### src/sv/qcrm_pkg.sv
package qcrm_pkg;

  localparam int CORDIC_STEPS = 16;
  localparam int TABLE_LEN    = 24;
  localparam int STEPS        = (CORDIC_STEPS > TABLE_LEN) ? TABLE_LEN : CORDIC_STEPS;
  localparam int ZW           = 36;
  localparam int XW           = 34;
  localparam int TRIGW        = 22;
  localparam int PIPE         = STEPS + 4;

  localparam logic signed [ZW-1:0] PI_Q30      = 36'sd3373259426;
  localparam logic signed [ZW-1:0] HALF_PI_Q30 = 36'sd1686629713;
  localparam logic signed [ZW-1:0] TWO_PI_Q30  = 36'sd6746518852;
  localparam logic signed [XW-1:0] INV_GAIN    = 34'sd652032874;

  localparam logic CMD_QUAT   = 1'b0;
  localparam logic CMD_CARDAN = 1'b1;

  typedef logic signed [17:0] ent_t;
  typedef logic signed [TRIGW-1:0] trig_t;

  function automatic logic signed [ZW-1:0] atan_q30(input int i);
    logic signed [ZW-1:0] t;
    case (i)
      0: t = 36'sd843314856;   1: t = 36'sd497837829;
      2: t = 36'sd263043836;   3: t = 36'sd133525158;
      4: t = 36'sd67021686;    5: t = 36'sd33543515;
      6: t = 36'sd16775850;    7: t = 36'sd8388437;
      8: t = 36'sd4194282;     9: t = 36'sd2097149;
      10: t = 36'sd1048575;    11: t = 36'sd524287;
      12: t = 36'sd262143;     13: t = 36'sd131071;
      14: t = 36'sd65535;      15: t = 36'sd32767;
      16: t = 36'sd16383;      17: t = 36'sd8191;
      18: t = 36'sd4095;       19: t = 36'sd2047;
      20: t = 36'sd1023;       21: t = 36'sd511;
      22: t = 36'sd255;        default: t = 36'sd127;
    endcase
    return t;
  endfunction

  // Round half up at bit position s and saturate to the 18-bit output range.
  function automatic ent_t round_sat(input logic signed [127:0] v, input int s);
    logic signed [127:0] r;
    begin
      r = (v + (128'sd1 <<< (s - 1))) >>> s;
      if (r > 128'sd131071) return 18'sd131071;
      if (r < -128'sd131072) return -18'sd131072;
      return r[17:0];
    end
  endfunction

endpackage

### src/sv/qcrm_cordic.sv
module qcrm_cordic
  import qcrm_pkg::*;
(
  input  logic              clk,
  input  logic signed [19:0] angle,
  output trig_t             cos_o,
  output trig_t             sin_o
);

  logic signed [ZW-1:0] z_r [0:STEPS];
  logic signed [XW-1:0] x_r [0:STEPS];
  logic signed [XW-1:0] y_r [0:STEPS];
  logic                 neg_r [0:STEPS];
  logic signed [ZW-1:0] z0, z1;
  logic                 n0;
  logic signed [XW-1:0] xf, yf;

  // Range fold: once by two pi, then by pi with a sign flip.
  always_comb begin
    z0 = ZW'(angle) <<< 14;
    if (z0 > PI_Q30) z0 = z0 - TWO_PI_Q30;
    if (z0 < -PI_Q30) z0 = z0 + TWO_PI_Q30;
    n0 = 1'b0;
    z1 = z0;
    if (z0 > HALF_PI_Q30) begin
      z1 = z0 - PI_Q30;
      n0 = 1'b1;
    end else if (z0 < -HALF_PI_Q30) begin
      z1 = z0 + PI_Q30;
      n0 = 1'b1;
    end
  end

  always_ff @(posedge clk) begin
    z_r[0] <= z1;
    x_r[0] <= INV_GAIN;
    y_r[0] <= '0;
    neg_r[0] <= n0;
  end

  for (genvar i = 0; i < STEPS; i++) begin : g_step
    always_ff @(posedge clk) begin
      neg_r[i+1] <= neg_r[i];
      if (z_r[i] >= 0) begin
        x_r[i+1] <= x_r[i] - (y_r[i] >>> i);
        y_r[i+1] <= y_r[i] + (x_r[i] >>> i);
        z_r[i+1] <= z_r[i] - atan_q30(i);
      end else begin
        x_r[i+1] <= x_r[i] + (y_r[i] >>> i);
        y_r[i+1] <= y_r[i] - (x_r[i] >>> i);
        z_r[i+1] <= z_r[i] + atan_q30(i);
      end
    end
  end

  always_comb begin
    xf = neg_r[STEPS] ? -x_r[STEPS] : x_r[STEPS];
    yf = neg_r[STEPS] ? -y_r[STEPS] : y_r[STEPS];
  end

  always_ff @(posedge clk) begin
    cos_o <= TRIGW'((xf + XW'(512)) >>> 10);
    sin_o <= TRIGW'((yf + XW'(512)) >>> 10);
  end

endmodule

### config.mk
export PLATFORM = sky130hd
export DESIGN_NAME = qcrm_cordic
export DESIGN_NICKNAME = d
export VERILOG_FILES = /design/src/sv/qcrm_pkg.sv /design/src/sv/qcrm_cordic.sv
export SDC_FILE = /design/constraint.sdc
export NUM_CORES = 2
export LEC_CHECK = 0
export BUFFER_PORTS_ARGS = -buffer_cell sky130_fd_sc_hd__buf_2
export CAP_MARGIN = 20
export CORE_AREA = 2 2 538 380
export CTS_BUF_LIST = sky130_fd_sc_hd__clkbuf_8
export CTS_CLUSTER_DIAMETER = 50
export CTS_CLUSTER_SIZE = 40
export DETAILED_ROUTE_END_ITERATION = 8
export DIE_AREA = 0 0 540 382
export PLACE_DENSITY_LB_ADDON = 0.12
export SLEW_MARGIN = 40
export SYNTH_ARGS = -nofsm -noshare
export SYNTH_HDL_FRONTEND = slang
export SYNTH_SLANG_ARGS = --single-unit
### constraint.sdc
create_clock -name clk -period 6.68 [get_ports clk]
set_input_delay 1.002 -clock clk [delete_from_list [all_inputs] [get_ports clk]]
set_output_delay 1.002 -clock clk [all_outputs]
set_load 0.01 [all_outputs]
* Word-level counts from Yosys, hierarchy flattened
Memories as Yosys holds them, arrays and structs flattened. Index checks and enable logic that the tools add are counted.
Storage, ports and cells: memories kept 4, bits in read-only memories 0, logic and storage cells 281, output and inout bits 44, register bits after elaboration 44, memory bits (writable) 1785, bits in latches 0, bits of input ports 21
Memory list:
- z_r | depth 17, width 36, read ports 16, clocked after Yosys merged registers in 0, write ports 17, RTL line qcrm_cordic.sv:10 | logic signed [ZW-1:0] z_r [0:STEPS];
- x_r | depth 17, width 34, read ports 17, clocked after Yosys merged registers in 0, write ports 17, RTL line qcrm_cordic.sv:11 | logic signed [XW-1:0] x_r [0:STEPS];
- y_r | depth 17, width 34, read ports 17, clocked after Yosys merged registers in 0, write ports 17, RTL line qcrm_cordic.sv:12 | logic signed [XW-1:0] y_r [0:STEPS];
- neg_r | depth 17, width 1, read ports 17, clocked after Yosys merged registers in 0, write ports 17, RTL line qcrm_cordic.sv:13 | logic neg_r [0:STEPS];
Operators by class: divide/modulo/power cells 0, reductions and logical operators 0, bitwise logic cells 48, eq/ne operators 0, add/subtract/negate cells 103, multiply operators 0, shift-type cells 0, magnitude comparators 20, mux-type cells 104
Operators with widths (number):
- $mux 34 | 32
- $mux 36 | 20
- $ge 36x1->1 const B | 16
- $add 34x19->34 | 2
- $add 34x20->34 | 2
- $add 34x21->34 | 2
- $add 34x22->34 | 2
- $add 34x23->34 | 2
- $add 34x24->34 | 2
- $add 34x25->34 | 2
- $add 34x26->34 | 2
- $add 34x27->34 | 2
- $add 34x28->34 | 2
- $add 34x29->34 | 2
- $add 34x30->34 | 2
- $add 34x31->34 | 2
- $add 34x32->34 | 2
- $add 34x33->34 | 2
- $sub 34x19->34 | 2
- $sub 34x20->34 | 2
- $sub 34x21->34 | 2
- $sub 34x22->34 | 2
- $sub 34x23->34 | 2
- $sub 34x24->34 | 2
- other kinds (56) | 165

* Depth between registers and ports, before layout
word-level depth 7, mapped depth 27, gate-level depth less buffers 25

* Least setup slack after synthesis
OpenSTA, ideal clock, no wires.
path kind reg-to-reg, from memory z_r[12][35], to memory z_r[13][34], library setup time 0.120 ns, path buffers 2, period minus slack after synthesis 6.029 ns, arrival 5.909 ns, required time 6.560 ns, setup slack 0.651 ns, cell stages (with the launch flop) 25, cell sequence dfxtp_1 > inv_1 > ha_1 > nor4b_1 > and4_1 > nand4_1 > nor4_1 > nor2_1 > clkbuf_1 > clkbuf_1 > ha_1 > a21o_1 > a21o_1 > a2111oi_0 > o31ai_1 > o311a_1 > o41ai_1 > o211ai_1 > o41a_1 > a41o_1 > o41ai_1 > o21ai_0 > o21ai_0 > o21ai_0 > xnor2_1
RTL lines (RTL line):
- start: declaration | qcrm_cordic.sv:10

==> flow_metrics.env <==
export IMPL_ys_seq_area_share_pct=27.54
export IMPL_fmax_mhz=158.0
export IMPL_fin_crit_ns=6.329
export IMPL_root_buffer="clkbuf_8"
export IMPL_final_common_cell="dfxtp_1"
export IMPL_avgSynthCellArea_um2=8.583
export IMPL_dp_cells=15960
export IMPL_slew_headroom_pct=39.53
export IMPL_clock_skew_ns=0.1023
export IMPL_wire_per_inst_um=20.17
export IMPL_finalMaxSlewViolations=0
export IMPL_synth_edff_count=0
export IMPL_tns_ns=0
export IMPL_crit_path_end_kind="flip-flop"
export IMPL_die_y_um=382
export IMPL_synthArstFlopShare_pct=0
export IMPL_cp_data_arrival_time_ns=7.14
export IMPL_clk_insertion_delay_late_ns=0.99
export IMPL_dp_worst_setup_slack_ns=-0.03075
export IMPL_hold_viol_final=0
export IMPL_cap_violations=0
export IMPL_globalplace_congestion=0.9502
export IMPL_grt_max_degree=68
export IMPL_first_pass_iters=6
export IMPL_grt_first_pass_wirelength_um=513100
export IMPL_synth_seq_cells=1571
export IMPL_cp_required_ns=7.49
export IMPL_rows=138
export IMPL_route_detailed_drc=0
export IMPL_critPathTopFamily="compound AO/OA/AOI/OAI gates"
export IMPL_finalNetCount=15000
export IMPL_dr_total_vias=98730
export IMPL_io_pins=65
export IMPL_syn2layout_area_growth_pct=6.870
export IMPL_die_w_um=540
export IMPL_cts_sinks=1571
export IMPL_setup_viol=0
export IMPL_ys_types=111
export IMPL_tritoncts="done"
export IMPL_via_per_inst=6.078
export IMPL_antenna_found_initial=14
export IMPL_start_util_pct=56.81
export IMPL_crit_path_start_kind="flip-flop"
export IMPL_critical_path_class="reg2reg"
export IMPL_cts_made_buffers=158
export IMPL_clockBufferDepth=4
export IMPL_syn_area_um2=114200
export IMPL_syn_inst=13300
export IMPL_fin_ws_ns=0.3508
export IMPL_slowest_stage="a2111oi_1"
export IMPL_grt_pass1_vias=90920
export IMPL_rrSetupSlack_ns=0.35
export IMPL_mostFrequentLayoutCells="dfxtp_1, ha_1, xnor2_1"
export IMPL_coreArea_um2=201000
export IMPL_dieArea_um2=206300
export IMPL_clk_pin_slew_ns=0.13
export IMPL_final_cells=16240
export IMPL_worst_slew_pin_slew_ns=0.8994
export IMPL_worstPathCellList="inv_1 > ha_1 > nor4b_1 > and4_1 > nand4_1 > nor4_2 > nor2_4 > ha_1 > a21o_1 > a21o_1 > a2111oi_1 > o31ai_1 > o311a_1 > o41ai_2 > o211ai_1 > o41a_1 > a41o_1 > o41ai_2 > o21ai_0 > o21ai_0 > o21ai_0 > xnor2_1"
export IMPL_ant_nets=0
export IMPL_drive_above_1_share_pct=5.398
export IMPL_drt_iter0_drc=9309
export IMPL_ctsHtreeMaxLevel=4
export IMPL_multi_input_area_um2=80100
export IMPL_synth_fp_nets=14840
export IMPL_seq_area_um2=31470
export IMPL_slowest_delay_ns=0.54
export IMPL_cp_max_fo=15
export IMPL_hp_class="reg2reg"
export IMPL_routed_wl_um=327600
export IMPL_hpwlAfterDp_um=268300
export IMPL_period_share_pct=94.75
export IMPL_track_usage_pct=30.76
export IMPL_n_fill_cell=17760
export IMPL_grt_overflow_total=0
export IMPL_status="complete, no violations"
export IMPL_yosys_warnings=0
export IMPL_critPathBufInv=1
export IMPL_utilization_pct=60.71
export IMPL_portBuffers=64
export IMPL_critPathMostFrequentCell="o21ai_0"
export IMPL_synth_flop_cell="dfxtp_1"
==> through the flow <==
step,area (um2),hold WS (ns)
finish,122000,0.3190
global route,122000,0.3427
global placement,118000,0.3120
CTS,121800,0.3217
detailed placement,118100,0.3121
floorplan,114200,0.3096
==> registers in the layout, summed over array words and instances, names as in the netlist <==
register	cells
x_r	482
y_r	509
sin_o	22
neg_r	15
z_r	521
cos_o	22
==> worst register-to-register path: cells and delay by family, from the launching register on <==
family	cells	cell delay, ns
adder cells (fa/ha/maj)	2	0.60
XOR/XNOR	1	0.14
AO/OA/AOI/OAI	13	3.64
buffers and inverters	1	0.15
flip-flops	1	0.35
AND/OR/NAND/NOR	5	1.32
==> synthesized netlist by cell type (204+ instances only) <==
| cell | count | area share (%) |
|---|---|---|
| ha_1 | 1476 | 16 |
| o21ai_0 | 748 | 3.3 |
| nand2b_1 | 204 | 1.1 |
| xor2_1 | 687 | 5.3 |
| a21oi_1 | 989 | 4.3 |
| xnor2_1 | 1305 | 10 |
| inv_1 | 530 | 1.7 |
| a21o_1 | 415 | 2.7 |
| dfxtp_1 | 1571 | 28 |
| o31ai_1 | 233 | 1.5 |
| nor2_1 | 1018 | 3.3 |
| nor3_1 | 367 | 1.6 |
| nand2_1 | 860 | 2.8 |
| or3_1 | 217 | 1.2 |
| nand3_1 | 258 | 1.1 |
==> what timing repair did <==
action                                  4_1_cts  5_1_grt
cloned                                        0        0
pin swaps                                     0        2
setup buffers                                 0        1
resized for setup                             1       22
hold buffers                                  0        0
endpoints found under the setup margin        2       18
==> cell type report <==
| class | count | share of cell area (%) |
|---|---|---|
| clock buffers | 169 | 1.906 |
| multi-input cells | 10990 | 65.65 |
| diodes | 4 | 0.008203 |
| flip-flops and latches | 1571 | 25.79 |
| well taps | 2660 | 2.728 |
| repair buffers | 200 | 1.119 |
| inverters | 537 | 1.656 |
| clock inverters | 108 | 1.149 |
==> worst paths after layout <==
kind                             startpoint     endpoint  cells after the start
worst min register to register     neg_r[2]     neg_r[3]                      0
worst min-delay path               neg_r[2]     neg_r[3]                      0
worst max-delay path            z_r[12][35]  z_r[13][34]                     22
worst max register to register  z_r[12][35]  z_r[13][34]                     22
==> per-layer routing <==
layer / share of wire (%) / global-route usage (%) / vias up / wire length [um]
met1: 54 / 51.03 / 46800 / 175600
met5: 0.0040 / 0 / - / 13
li1: - / - / 48370 / -
met3: 9.3 / 6.283 / 281 / 30440
met2: 36 / 39.74 / 3266 / 117300
met4: 1.3 / 4.512 / 2 / 4249
==> kinds of logic (layout without fill, tap and decap cells) <==
family / Yosys count / in the layout / share of synthesized area, %
AND/OR/NAND/NOR: 3757 / 3757 / 16.18
AO/OA/AOI/OAI: 3656 / 3656 / 20.93
XOR/XNOR: 1995 / 1995 / 15.33
flip-flops: 1571 / 1571 / 27.54
adder cells (fa/ha/maj): 1518 / 1518 / 16.88
buffers and inverters: 738 / 1014 / 2.513
multiplexers: 68 / 68 / 0.6148
other: 0 / 4 / 0
Power is left out: the tool's default activity adds up to more than one toggle a clock period on the data nets, which glitch-free logic cannot reach.
